$ cat config.mk
export PLATFORM = sky130hd
export DESIGN_NAME = envelope_noise_gate
export DESIGN_NICKNAME = d
export VERILOG_FILES = /design/src/design/eng_pkg.sv /design/src/design/eng_csr.sv /design/src/design/eng_gate.sv /design/src/design/envelope_noise_gate.sv
export SDC_FILE = /design/constraint.sdc
export NUM_CORES = 1
export LEC_CHECK = 0
export BUFFER_PORTS_ARGS = -buffer_cell sky130_fd_sc_hd__buf_2
export CELL_PAD_IN_SITES_DETAIL_PLACEMENT = 1
export CELL_PAD_IN_SITES_GLOBAL_PLACEMENT = 1
export CORE_ASPECT_RATIO = 1.75
export CORE_MARGIN = 4
export CORE_UTILIZATION = 49
export DETAILED_ROUTE_END_ITERATION = 7
export PLACE_DENSITY = 0.91
export SLEW_MARGIN = 25
export SYNTH_ARGS = -nofsm -noshare
export SYNTH_HDL_FRONTEND = slang
export SYNTH_HIERARCHICAL = 1
export SYNTH_SLANG_ARGS = --single-unit
$ cat constraint.sdc
create_clock -name clock -period 38.9 [get_ports clock]
set_input_delay 0 -clock clock [delete_from_list [all_inputs] [get_ports clock]]
set_output_delay 0 -clock clock [all_outputs]
set_load 0.02 [all_outputs]
$ cat src/design/eng_pkg.sv
package eng_pkg;

   // Field widths
   localparam int SampleWidth = 16;
   localparam int EnvWidth    = 16;
   localparam int CoefWidth   = 15;
   localparam int Q15Shift    = 15;
   localparam int ProdWidth   = EnvWidth + CoefWidth;

   // Register file geometry: four 32-bit registers at byte addresses 0, 4, 8 and 12.
   localparam int AddrWidth = 4;
   localparam int DataWidth = 32;

   // Register indexes
   localparam logic [1:0] RegOpenThreshold = 2'd0;
   localparam logic [1:0] RegHoldSamples   = 2'd1;
   localparam logic [1:0] RegAttackCoef    = 2'd2;
   localparam logic [1:0] RegReleaseCoef   = 2'd3;

   // Register reset values
   localparam logic [EnvWidth-1:0]  RstOpenThreshold = 16'd1200;
   localparam logic [EnvWidth-1:0]  RstHoldSamples   = 16'd2400;
   localparam logic [CoefWidth-1:0] RstAttackCoef    = 15'd16384;
   localparam logic [CoefWidth-1:0] RstReleaseCoef   = 15'd655;

   // Configuration as seen by the gate datapath
   typedef struct packed {
      logic [EnvWidth-1:0]  open_threshold;
      logic [EnvWidth-1:0]  hold_samples;
      logic [CoefWidth-1:0] attack_coef;
      logic [CoefWidth-1:0] release_coef;
   } eng_cfg_type;

endpackage

$ cat src/design/eng_csr.sv
module eng_csr (
   input  logic                          clock,
   input  logic                          reset,
   input  logic                          psel,
   input  logic                          penable,
   input  logic                          pwrite,
   input  logic [eng_pkg::AddrWidth-1:0] paddr,
   input  logic [eng_pkg::DataWidth-1:0] pwdata,
   output logic [eng_pkg::DataWidth-1:0] prdata,
   output logic                          pready,
   output eng_pkg::eng_cfg_type          cfg
);

   eng_pkg::eng_cfg_type cfg_ff;
   eng_pkg::eng_cfg_type cfg_in;
   logic [1:0]           reg_index;
   logic                 wr_en;

   assign reg_index = paddr[3:2];
   assign wr_en     = psel && penable && pwrite;
   assign pready    = 1'b1;
   assign cfg       = cfg_ff;

   // Write decode: bits above a register's width are dropped.
   always_comb begin
      cfg_in = cfg_ff;
      if (wr_en) begin
         case (reg_index)
            eng_pkg::RegOpenThreshold: cfg_in.open_threshold = pwdata[eng_pkg::EnvWidth-1:0];
            eng_pkg::RegHoldSamples:   cfg_in.hold_samples   = pwdata[eng_pkg::EnvWidth-1:0];
            eng_pkg::RegAttackCoef:    cfg_in.attack_coef    = pwdata[eng_pkg::CoefWidth-1:0];
            eng_pkg::RegReleaseCoef:   cfg_in.release_coef   = pwdata[eng_pkg::CoefWidth-1:0];
            default:                   cfg_in = cfg_ff;
         endcase
      end
   end

   always_ff @(posedge clock) begin
      if (reset) begin
         cfg_ff.open_threshold <= eng_pkg::RstOpenThreshold;
         cfg_ff.hold_samples   <= eng_pkg::RstHoldSamples;
         cfg_ff.attack_coef    <= eng_pkg::RstAttackCoef;
         cfg_ff.release_coef   <= eng_pkg::RstReleaseCoef;
      end else begin
         cfg_ff <= cfg_in;
      end
   end

   // Read-back of the addressed register, zero-extended.
   always_comb begin
      case (reg_index)
         eng_pkg::RegOpenThreshold: prdata = {16'd0, cfg_ff.open_threshold};
         eng_pkg::RegHoldSamples:   prdata = {16'd0, cfg_ff.hold_samples};
         eng_pkg::RegAttackCoef:    prdata = {17'd0, cfg_ff.attack_coef};
         eng_pkg::RegReleaseCoef:   prdata = {17'd0, cfg_ff.release_coef};
         default:                   prdata = '0;
      endcase
   end

endmodule

$ cat src/design/eng_gate.sv
module eng_gate (
   input  logic                                   clock,
   input  logic                                   reset,
   input  logic                                   step,
   input  logic signed [eng_pkg::SampleWidth-1:0] sample,
   input  eng_pkg::eng_cfg_type                   cfg,
   output logic                                   gate_open
);

   logic [eng_pkg::EnvWidth-1:0]  env_ff;
   logic [eng_pkg::EnvWidth-1:0]  env_in;
   logic [eng_pkg::EnvWidth-1:0]  hold_ff;
   logic [eng_pkg::EnvWidth-1:0]  hold_in;
   logic                          gate_ff;
   logic                          gate_in;
   logic [eng_pkg::EnvWidth-1:0]  mag;
   logic                          rising;
   logic [eng_pkg::EnvWidth-1:0]  diff;
   logic [eng_pkg::CoefWidth-1:0] coef;
   logic [eng_pkg::ProdWidth-1:0] prod;
   logic [eng_pkg::EnvWidth-1:0]  delta;

   // Magnitude of the sample; full-scale negative gives 32768, which still fits 16 bits.
   assign mag = sample[eng_pkg::SampleWidth-1] ? (~sample + 1'b1) : sample;

   // Envelope follower: move towards the magnitude by a Q15 fraction of the gap.
   assign rising = mag > env_ff;
   assign diff   = rising ? (mag - env_ff) : (env_ff - mag);
   assign coef   = rising ? cfg.attack_coef : cfg.release_coef;
   assign prod   = {{eng_pkg::CoefWidth{1'b0}}, diff} * {{eng_pkg::EnvWidth{1'b0}}, coef};
   assign delta  = prod[eng_pkg::ProdWidth-1:eng_pkg::Q15Shift];
   assign env_in = rising ? (env_ff + delta) : (env_ff - delta);

   // Gate with hold: open and reload at threshold, else count down, then close.
   always_comb begin
      hold_in = hold_ff;
      gate_in = gate_ff;
      if (env_in >= cfg.open_threshold) begin
         gate_in = 1'b1;
         hold_in = cfg.hold_samples;
      end else if (hold_ff != '0) begin
         hold_in = hold_ff - 1'b1;
      end else begin
         gate_in = 1'b0;
      end
   end

   assign gate_open = gate_in;

   always_ff @(posedge clock) begin
      if (reset) begin
         env_ff  <= '0;
         hold_ff <= '0;
         gate_ff <= 1'b1;
      end else if (step) begin
         env_ff  <= env_in;
         hold_ff <= hold_in;
         gate_ff <= gate_in;
      end
   end

endmodule

$ cat src/design/envelope_noise_gate.sv
// Envelope-driven noise gate with hold time.
// An accepted transaction moves from the input register to the result register.
// Throughput: one transaction per cycle unless stalled; envelope and hold loop unpipelined.
// Reset (synchronous): envelope and hold counter cleared, gate open, registers at defaults,
// both pipeline stages empty.
module envelope_noise_gate (
   input  logic                                   clock,
   input  logic                                   reset,
   input  logic                                   req_valid,
   output logic                                   req_ready,
   input  logic signed [eng_pkg::SampleWidth-1:0] req_sample_in,
   input  logic                                   req_last_in,
   output logic                                   rsp_valid,
   input  logic                                   rsp_ready,
   output logic signed [eng_pkg::SampleWidth-1:0] rsp_sample_out,
   output logic                                   rsp_gate_state,
   output logic                                   rsp_last_out,
   input  logic                                   psel,
   input  logic                                   penable,
   input  logic                                   pwrite,
   input  logic [eng_pkg::AddrWidth-1:0]          paddr,
   input  logic [eng_pkg::DataWidth-1:0]          pwdata,
   output logic [eng_pkg::DataWidth-1:0]          prdata,
   output logic                                   pready
);

   eng_pkg::eng_cfg_type cfg;

   logic                                   in_valid_ff;
   logic                                   in_valid_in;
   logic signed [eng_pkg::SampleWidth-1:0] in_sample_ff;
   logic                                   in_last_ff;
   logic                                   out_valid_ff;
   logic                                   out_valid_in;
   logic signed [eng_pkg::SampleWidth-1:0] out_sample_ff;
   logic                                   out_gate_ff;
   logic                                   out_last_ff;
   logic                                   advance;
   logic                                   req_take;
   logic                                   gate_open;

   eng_csr u_csr (
      .clock   (clock),
      .reset   (reset),
      .psel    (psel),
      .penable (penable),
      .pwrite  (pwrite),
      .paddr   (paddr),
      .pwdata  (pwdata),
      .prdata  (prdata),
      .pready  (pready),
      .cfg     (cfg)
   );

   // The input stage moves on when the result register is empty or being drained.
   assign advance   = in_valid_ff && (!out_valid_ff || rsp_ready);
   assign req_ready = !in_valid_ff || advance;
   assign req_take  = req_valid && req_ready;

   eng_gate u_gate (
      .clock     (clock),
      .reset     (reset),
      .step      (advance),
      .sample    (in_sample_ff),
      .cfg       (cfg),
      .gate_open (gate_open)
   );

   // Stage occupancy.
   assign in_valid_in  = req_take ? 1'b1 : (advance ? 1'b0 : in_valid_ff);
   assign out_valid_in = advance ? 1'b1 : (rsp_ready ? 1'b0 : out_valid_ff);

   always_ff @(posedge clock) begin
      if (reset) begin
         in_valid_ff  <= 1'b0;
         out_valid_ff <= 1'b0;
      end else begin
         in_valid_ff  <= in_valid_in;
         out_valid_ff <= out_valid_in;
      end
   end

   // Input register for the accepted transaction.
   always_ff @(posedge clock) begin
      if (req_take) begin
         in_sample_ff <= req_sample_in;
         in_last_ff   <= req_last_in;
      end
   end

   // Result register; the sample is muted while the gate is closed.
   always_ff @(posedge clock) begin
      if (advance) begin
         out_sample_ff <= gate_open ? in_sample_ff : '0;
         out_gate_ff   <= gate_open;
         out_last_ff   <= in_last_ff;
      end
   end

   assign rsp_valid      = out_valid_ff;
   assign rsp_sample_out = out_sample_ff;
   assign rsp_gate_state = out_gate_ff;
   assign rsp_last_out   = out_last_ff;

endmodule

; After elaboration in Yosys (flattened, before gate mapping)
; Cells that the tools add are included.
[classes]
add_sub_neg = 6
mul = 1
magnitude_cmp = 2
eq_ne = 3
n_mux = 13
bitwise_logic = 1
n_reduce_logical = 18
[ops]
columns = operator, n
row1 = case mux 32 bit (4 select lines), 1
row2 = two-way mux 16 bit, 5
row3 = subtractor 16 bit, 3
row4 = multiplier 16 x 15 -> 31 bit, 1
row5 = "adder 16 x 1 -> 16 bit, second input constant", 1
row6 = adder 16 bit, 1
row7 = >= comparator 16 bit, 1
row8 = greater-than comparator 16 bit, 1
row9 = inverter 16 bit, 1
row10 = nonzero test 16 bit, 1
row11 = "subtractor 16 x 1 -> 16 bit, second input constant", 1
row12 = two-way mux 15 bit, 1
row13 = AND reduction 2 bit, 5
row14 = two-way mux 1 bit, 6
row15 = nonzero test 2 bit, 3
row16 = "== test 2 bit, second input constant", 2
row17 = logical AND 1 bit, 4
row18 = "== test 2 x 1 -> 1 bit, second input constant", 1
row19 = logical NOT 1 bit, 2
row20 = logical NOT 2 bit, 1
row21 = logical OR 1 bit, 2
[word_totals]
ff_bits = 132
out_inout_bits = 53
word_cells = 58

; Longest topological paths before layout
[depth]
depth_word = 11
ltp_mapped = 69
ltp_nobuf = 63

; Modules after synthesis
; Netlist, hierarchy kept.
[modules_own_cells]
columns = mod, instances, cells_per_inst, area_each_um2
row1 = eng_gate, 1, 1599, 12918.6
row2 = eng_csr, 1, 298, 3034.2
row3 = envelope_noise_gate, 1, 62, 1275.0

; Least setup slack after synthesis
; No wires, ideal clock.
[synth_path]
path_type = reg-to-reg
start = register in_sample_ff[2] (netlist bit)
end = register out_sample_ff (netlist bit rsp_sample_out[10]) (data pin)
t_arrival_ns = 14.003
required_ns = 38.644
setup_slack_ns = 24.642
stages_incl_launch_ff = 63
path_buffers = 5
cell_sequence = edfxtp_1 > or3_1 > or3b_2 > or2_2 > o41ai_1 > xnor2_1 > ha_1 > buf_4 > a21oi_1 > o21ai_1 > a221oi_4 > a21o_1 > buf_2 > buf_2 > mux2i_1 > o2111ai_1 > o211ai_1 > nand2_1 > [... 27 more ...] > o21bai_1 > a21oi_1 > o21bai_1 > a21oi_1 > o21bai_1 > a2111oi_0 > nor2_1 > xor2_1 > ha_1 > a21oi_1 > nor2b_1 > o21ai_0 > nand2b_1 > o31ai_1 > buf_2 > nand2_1 > buf_6 > and2_2
[synth_between]
elab_chain_len = 10
[synth_rtl]
columns = element, line
row1 = start: declaration, envelope_noise_gate.sv:31  ; logic signed [eng_pkg::SampleWidth-1:0] in_sample_ff;
row2 = start signal: assignment, envelope_noise_gate.sv:86  ; in_sample_ff <= req_sample_in;
row3 = inverter 16 bit, eng_gate.sv:24  ; assign mag = sample[eng_pkg::SampleWidth-1] ? (~sample + 1'b1) : sample;
row4 = adder 16 x 1 -> 16 bit, eng_gate.sv:24
row5 = two-way mux 16 bit *, eng_gate.sv:24
row6 = subtractor 16 bit or greater-than comparator 16 bit (tied branches), "eng_gate.sv:28, eng_gate.sv:27"
row7 = two-way mux 16 bit or two-way mux 15 bit (tied branches), "eng_gate.sv:28, eng_gate.sv:29"
row8 = multiplier 16 x 15 -> 31 bit, eng_gate.sv:30  ; assign prod = {{eng_pkg::CoefWidth{1'b0}}, diff} * {{eng_pkg::EnvWidth{1'b0}}, coef};
row9 = subtractor 16 bit or adder 16 bit (tied branches), eng_gate.sv:32  ; assign env_in = rising ? (env_ff + delta) : (env_ff - delta);
row10 = two-way mux 16 bit *, eng_gate.sv:32
row11 = net u_gate.env_in (one bit), eng_gate.sv:11  ; logic [eng_pkg::EnvWidth-1:0] env_in;
row12 = >= comparator 16 bit *, eng_gate.sv:38  ; if (env_in >= cfg.open_threshold) begin
row13 = two-way mux 1 bit *, eng_gate.sv:38
row14 = net gate_open, envelope_noise_gate.sv:40  ; logic gate_open;
row15 = end signal: assignment, envelope_noise_gate.sv:94  ; out_sample_ff <= gate_open ? in_sample_ff : '0;
row16 = end: declaration, envelope_noise_gate.sv:35  ; logic signed [eng_pkg::SampleWidth-1:0] out_sample_ff;
; The timed path passes the listed nets; every way through them passes the cells marked *.
; A chain may end at the register's enable or synchronous reset.

; Worst setup path after layout
[layout_path]
start = register in_sample_ff[4] (netlist bit)
end = register u_gate/hold_ff[5] (netlist bit)
[layout_between]
elab_chain_len = 11
[layout_rtl]
columns = element, line
row1 = inverter 16 bit, eng_gate.sv:24
row2 = adder 16 x 1 -> 16 bit, eng_gate.sv:24
row3 = two-way mux 16 bit *, eng_gate.sv:24
row4 = subtractor 16 bit or greater-than comparator 16 bit (tied branches), "eng_gate.sv:28, eng_gate.sv:27"
row5 = two-way mux 16 bit or two-way mux 15 bit (tied branches), "eng_gate.sv:28, eng_gate.sv:29"
row6 = multiplier 16 x 15 -> 31 bit, eng_gate.sv:30
row7 = subtractor 16 bit or adder 16 bit (tied branches), eng_gate.sv:32
row8 = two-way mux 16 bit *, eng_gate.sv:32
row9 = net u_gate.env_in (one bit), eng_gate.sv:11
row10 = >= comparator 16 bit *, eng_gate.sv:38
row11 = nonzero test 2 bit (no source line), n/a
row12 = AND reduction 2 bit (no source line), n/a
row13 = end signal: assignment, eng_gate.sv:57  ; hold_ff <= hold_in;
row14 = end: declaration, eng_gate.sv:12  ; logic [eng_pkg::EnvWidth-1:0] hold_ff;
; Marked as above.

==> flow_summary.ini <==
[worst_setup_path]
crit_arrival_ns = 18.94
worstPathRequired_ns = 39.21
endpoint_kind = flop
critPathLaunchType = flop
r2r_cells = 60
r2r_start = in_sample_ff[4]
cp_slowest_cell = o21bai_1
max_stage_delay_ns = 0.79
r2r_setup_slack_ns = 20.26
critPathKind = flop to flop
r2r-end = u_gate/hold_ff[5]
cp_max_fo = 43

[sta]
finalSetupTns_ns = 0
setup_viol = 0
final_hold_viol_count = 0
period_minus_slack_ns = 18.64
post-route-period-util_pct = 47.9
drv_slew = 0
fin_skew_ns = 0.0259
rsz0062_at_grt = no
holdWs_ns = 0.0253
fmax_ghz = 0.0537
tightest_slew_ns = 0.983
slew_headroom_pct = 32.6
setup_ws_ns = 20.26

[die]
io_pins = 113
core_um2 = 34600
initial_core_util_pct = 49.8
design.die.area_um2 = 38300
dieWidth_um = 150
rows = 90
die_h_um = 256

[placed_design]
dp_slack_ns = 21.84
dp.final_hpwl_mm = 48.4
gp_congestion = 0.952
port_buffers = 77

[min_path]
hold_path_depth = 2
min_to = u_gate/env_ff[1]
hold_path.class = input pin to flop
min_from = reset

[grt]
grt_antenna_before_repair = 2
overflow = 0
grt_usage_pct = 38.5
grt_pass1_vias = 18800
grt_max_degree = 84
grt_pass1_wl_mm = 111

[route]
drcViolationCount = 0
routed_wl_mm = 73.5
via_per_inst = 6.50
first_iter_violations = 1424
first_pass_iters = 5
ant_nets = 0
wl_per_cell_um = 29.1
vias = 16400

[synth]
synth_async_sr_flop_share_pct = 0
syn_area_per_cell_um2 = 8.79
yosys_warnings = 6
syn-cell-area_um2 = 17200
ys_types = 93
yosys_register_bits = 132
synth_ff_type = dfxtp_1
syn_inst = 1959
synth_edf_count = 35
ys_seq_area_share_pct = 17.4

[layout]
fill_cells = 3993
final_common_cell = inv_1
multiInputGateArea_um2 = 12800
drive_gt1_share_pct = 10.4
final_cell_mix = inv_1 (284), nor2_1 (220), fa_1 (182)
ff_latch_area_um2 = 2990
area_growth_pct = 10.2
layout.nets = 2449

[clock_network]
cts_buffers = 17
cts_buffer_depth = 2
cts.sinks = 132
clkLatencyLatePin_ns = 0.47
htreeDepth = 4
cts.clk_slew.worst_paths_ns = 0.08
cts_tree = done
ctsRootBufferMaster = clkbuf_16

[run_status]
status = finished, final reports clean

[run]
maxCapViolations = 0
## layout make-up
type,instances,area share [%]
clock inverters,14,0.725
repair buffers,147,5.29
inverters,284,5.62
well taps,460,3.03
multi-input cells,1468,67.3
clock buffers,18,2.26
flip-flops and latches,132,15.8
diodes,1,0.0132
## logic make-up (layout without fill, tap and decap cells)
kind of cell / Yosys count / in the layout / share of synthesized area, %
flops: 132 / 132 / 17.4
fa+ha+maj: 339 / 339 / 32.6
simple gates: 641 / 641 / 18.2
mux: 120 / 120 / 8.12
other cells: 2 / 18 / 0.0436
compound gates: 278 / 278 / 10.9
xor+xnor: 73 / 73 / 3.79
buf+inv: 374 / 463 / 8.99
## per-stage QoR
stage          util, %  area (µm²)  cells
6_report          54.9       19000   2524
5_1_grt           54.9       19000   2524
4_1_cts           54.9       19000   2523
3_5_place_dp      52.2       18100   2455
3_3_place_gp      52.2       18100   2455
2_1_floorplan        -       17300   1974
## sequential cells by signal, indices dropped and copies added, names as in the netlist, 16 cells and up
signal          flops
u_csr/cfg          62
in_sample_ff       16
rsp_sample_out     16
u_gate/env_ff      16
u_gate/hold_ff     16
## worst max-delay path by stage
stage | endpoint | startpoint | cells after the start
2_1_floorplan | rsp_sample_out[10] | in_sample_ff[2] | 62
3_3_place_gp | rsp_sample_out[14] | in_sample_ff[2] | 60
3_5_place_dp | u_gate/hold_ff[5] | in_sample_ff[0] | 60
4_1_cts | u_gate/hold_ff[8] | in_sample_ff[0] | 57
5_1_grt | u_gate/hold_ff[5] | in_sample_ff[4] | 57
6_report | u_gate/hold_ff[5] | in_sample_ff[4] | 60
## Yosys cell counts (35+ instances only)
master	n	area, µm²
inv_1	284	1070
nor2_1	220	826
fa_1	182	3640
nand2_1	164	616
ha_1	157	1960
mux2i_1	102	1020
dfxtp_1	97	1940
nand2b_1	89	557
a21oi_1	75	375
o21ai_0	58	290
xnor2_1	48	420
clkbuf_1	40	150
edfxtp_1	35	1050
## timing repair
item	CTS	global route
setup buffers	0	0
hold buffers	36	0
endpoints found under the setup margin	0	0
resized for setup	0	0
hold endpoints to repair	73	0
## critical path, delay by kind of cell, from the launching register on
kind,cells,cell delay (ns)
AOI/OAI and AO/OA,22,6.64
adders and majority gates,11,4.84
and+or+nand+nor,13,3.85
buffers and inverters,8,1.11
xor gates and xnor gates,5,1.08
DFF,1,0.49
muxes,1,0.42
## routing by layer
layer	vias to the layer above	track usage [%]	share of wire, %	wire [µm]
met3	571	9.28	7.2	5300
met2	1172	66.1	50	36600
met5	-	0	0	0
li1	6587	-	-	-
met1	8084	36.4	31	22600
met4	0	37.0	12	8970
Power is not shown: default switching activity piles up to over one toggle a cycle in this logic, so the estimate is an artifact.
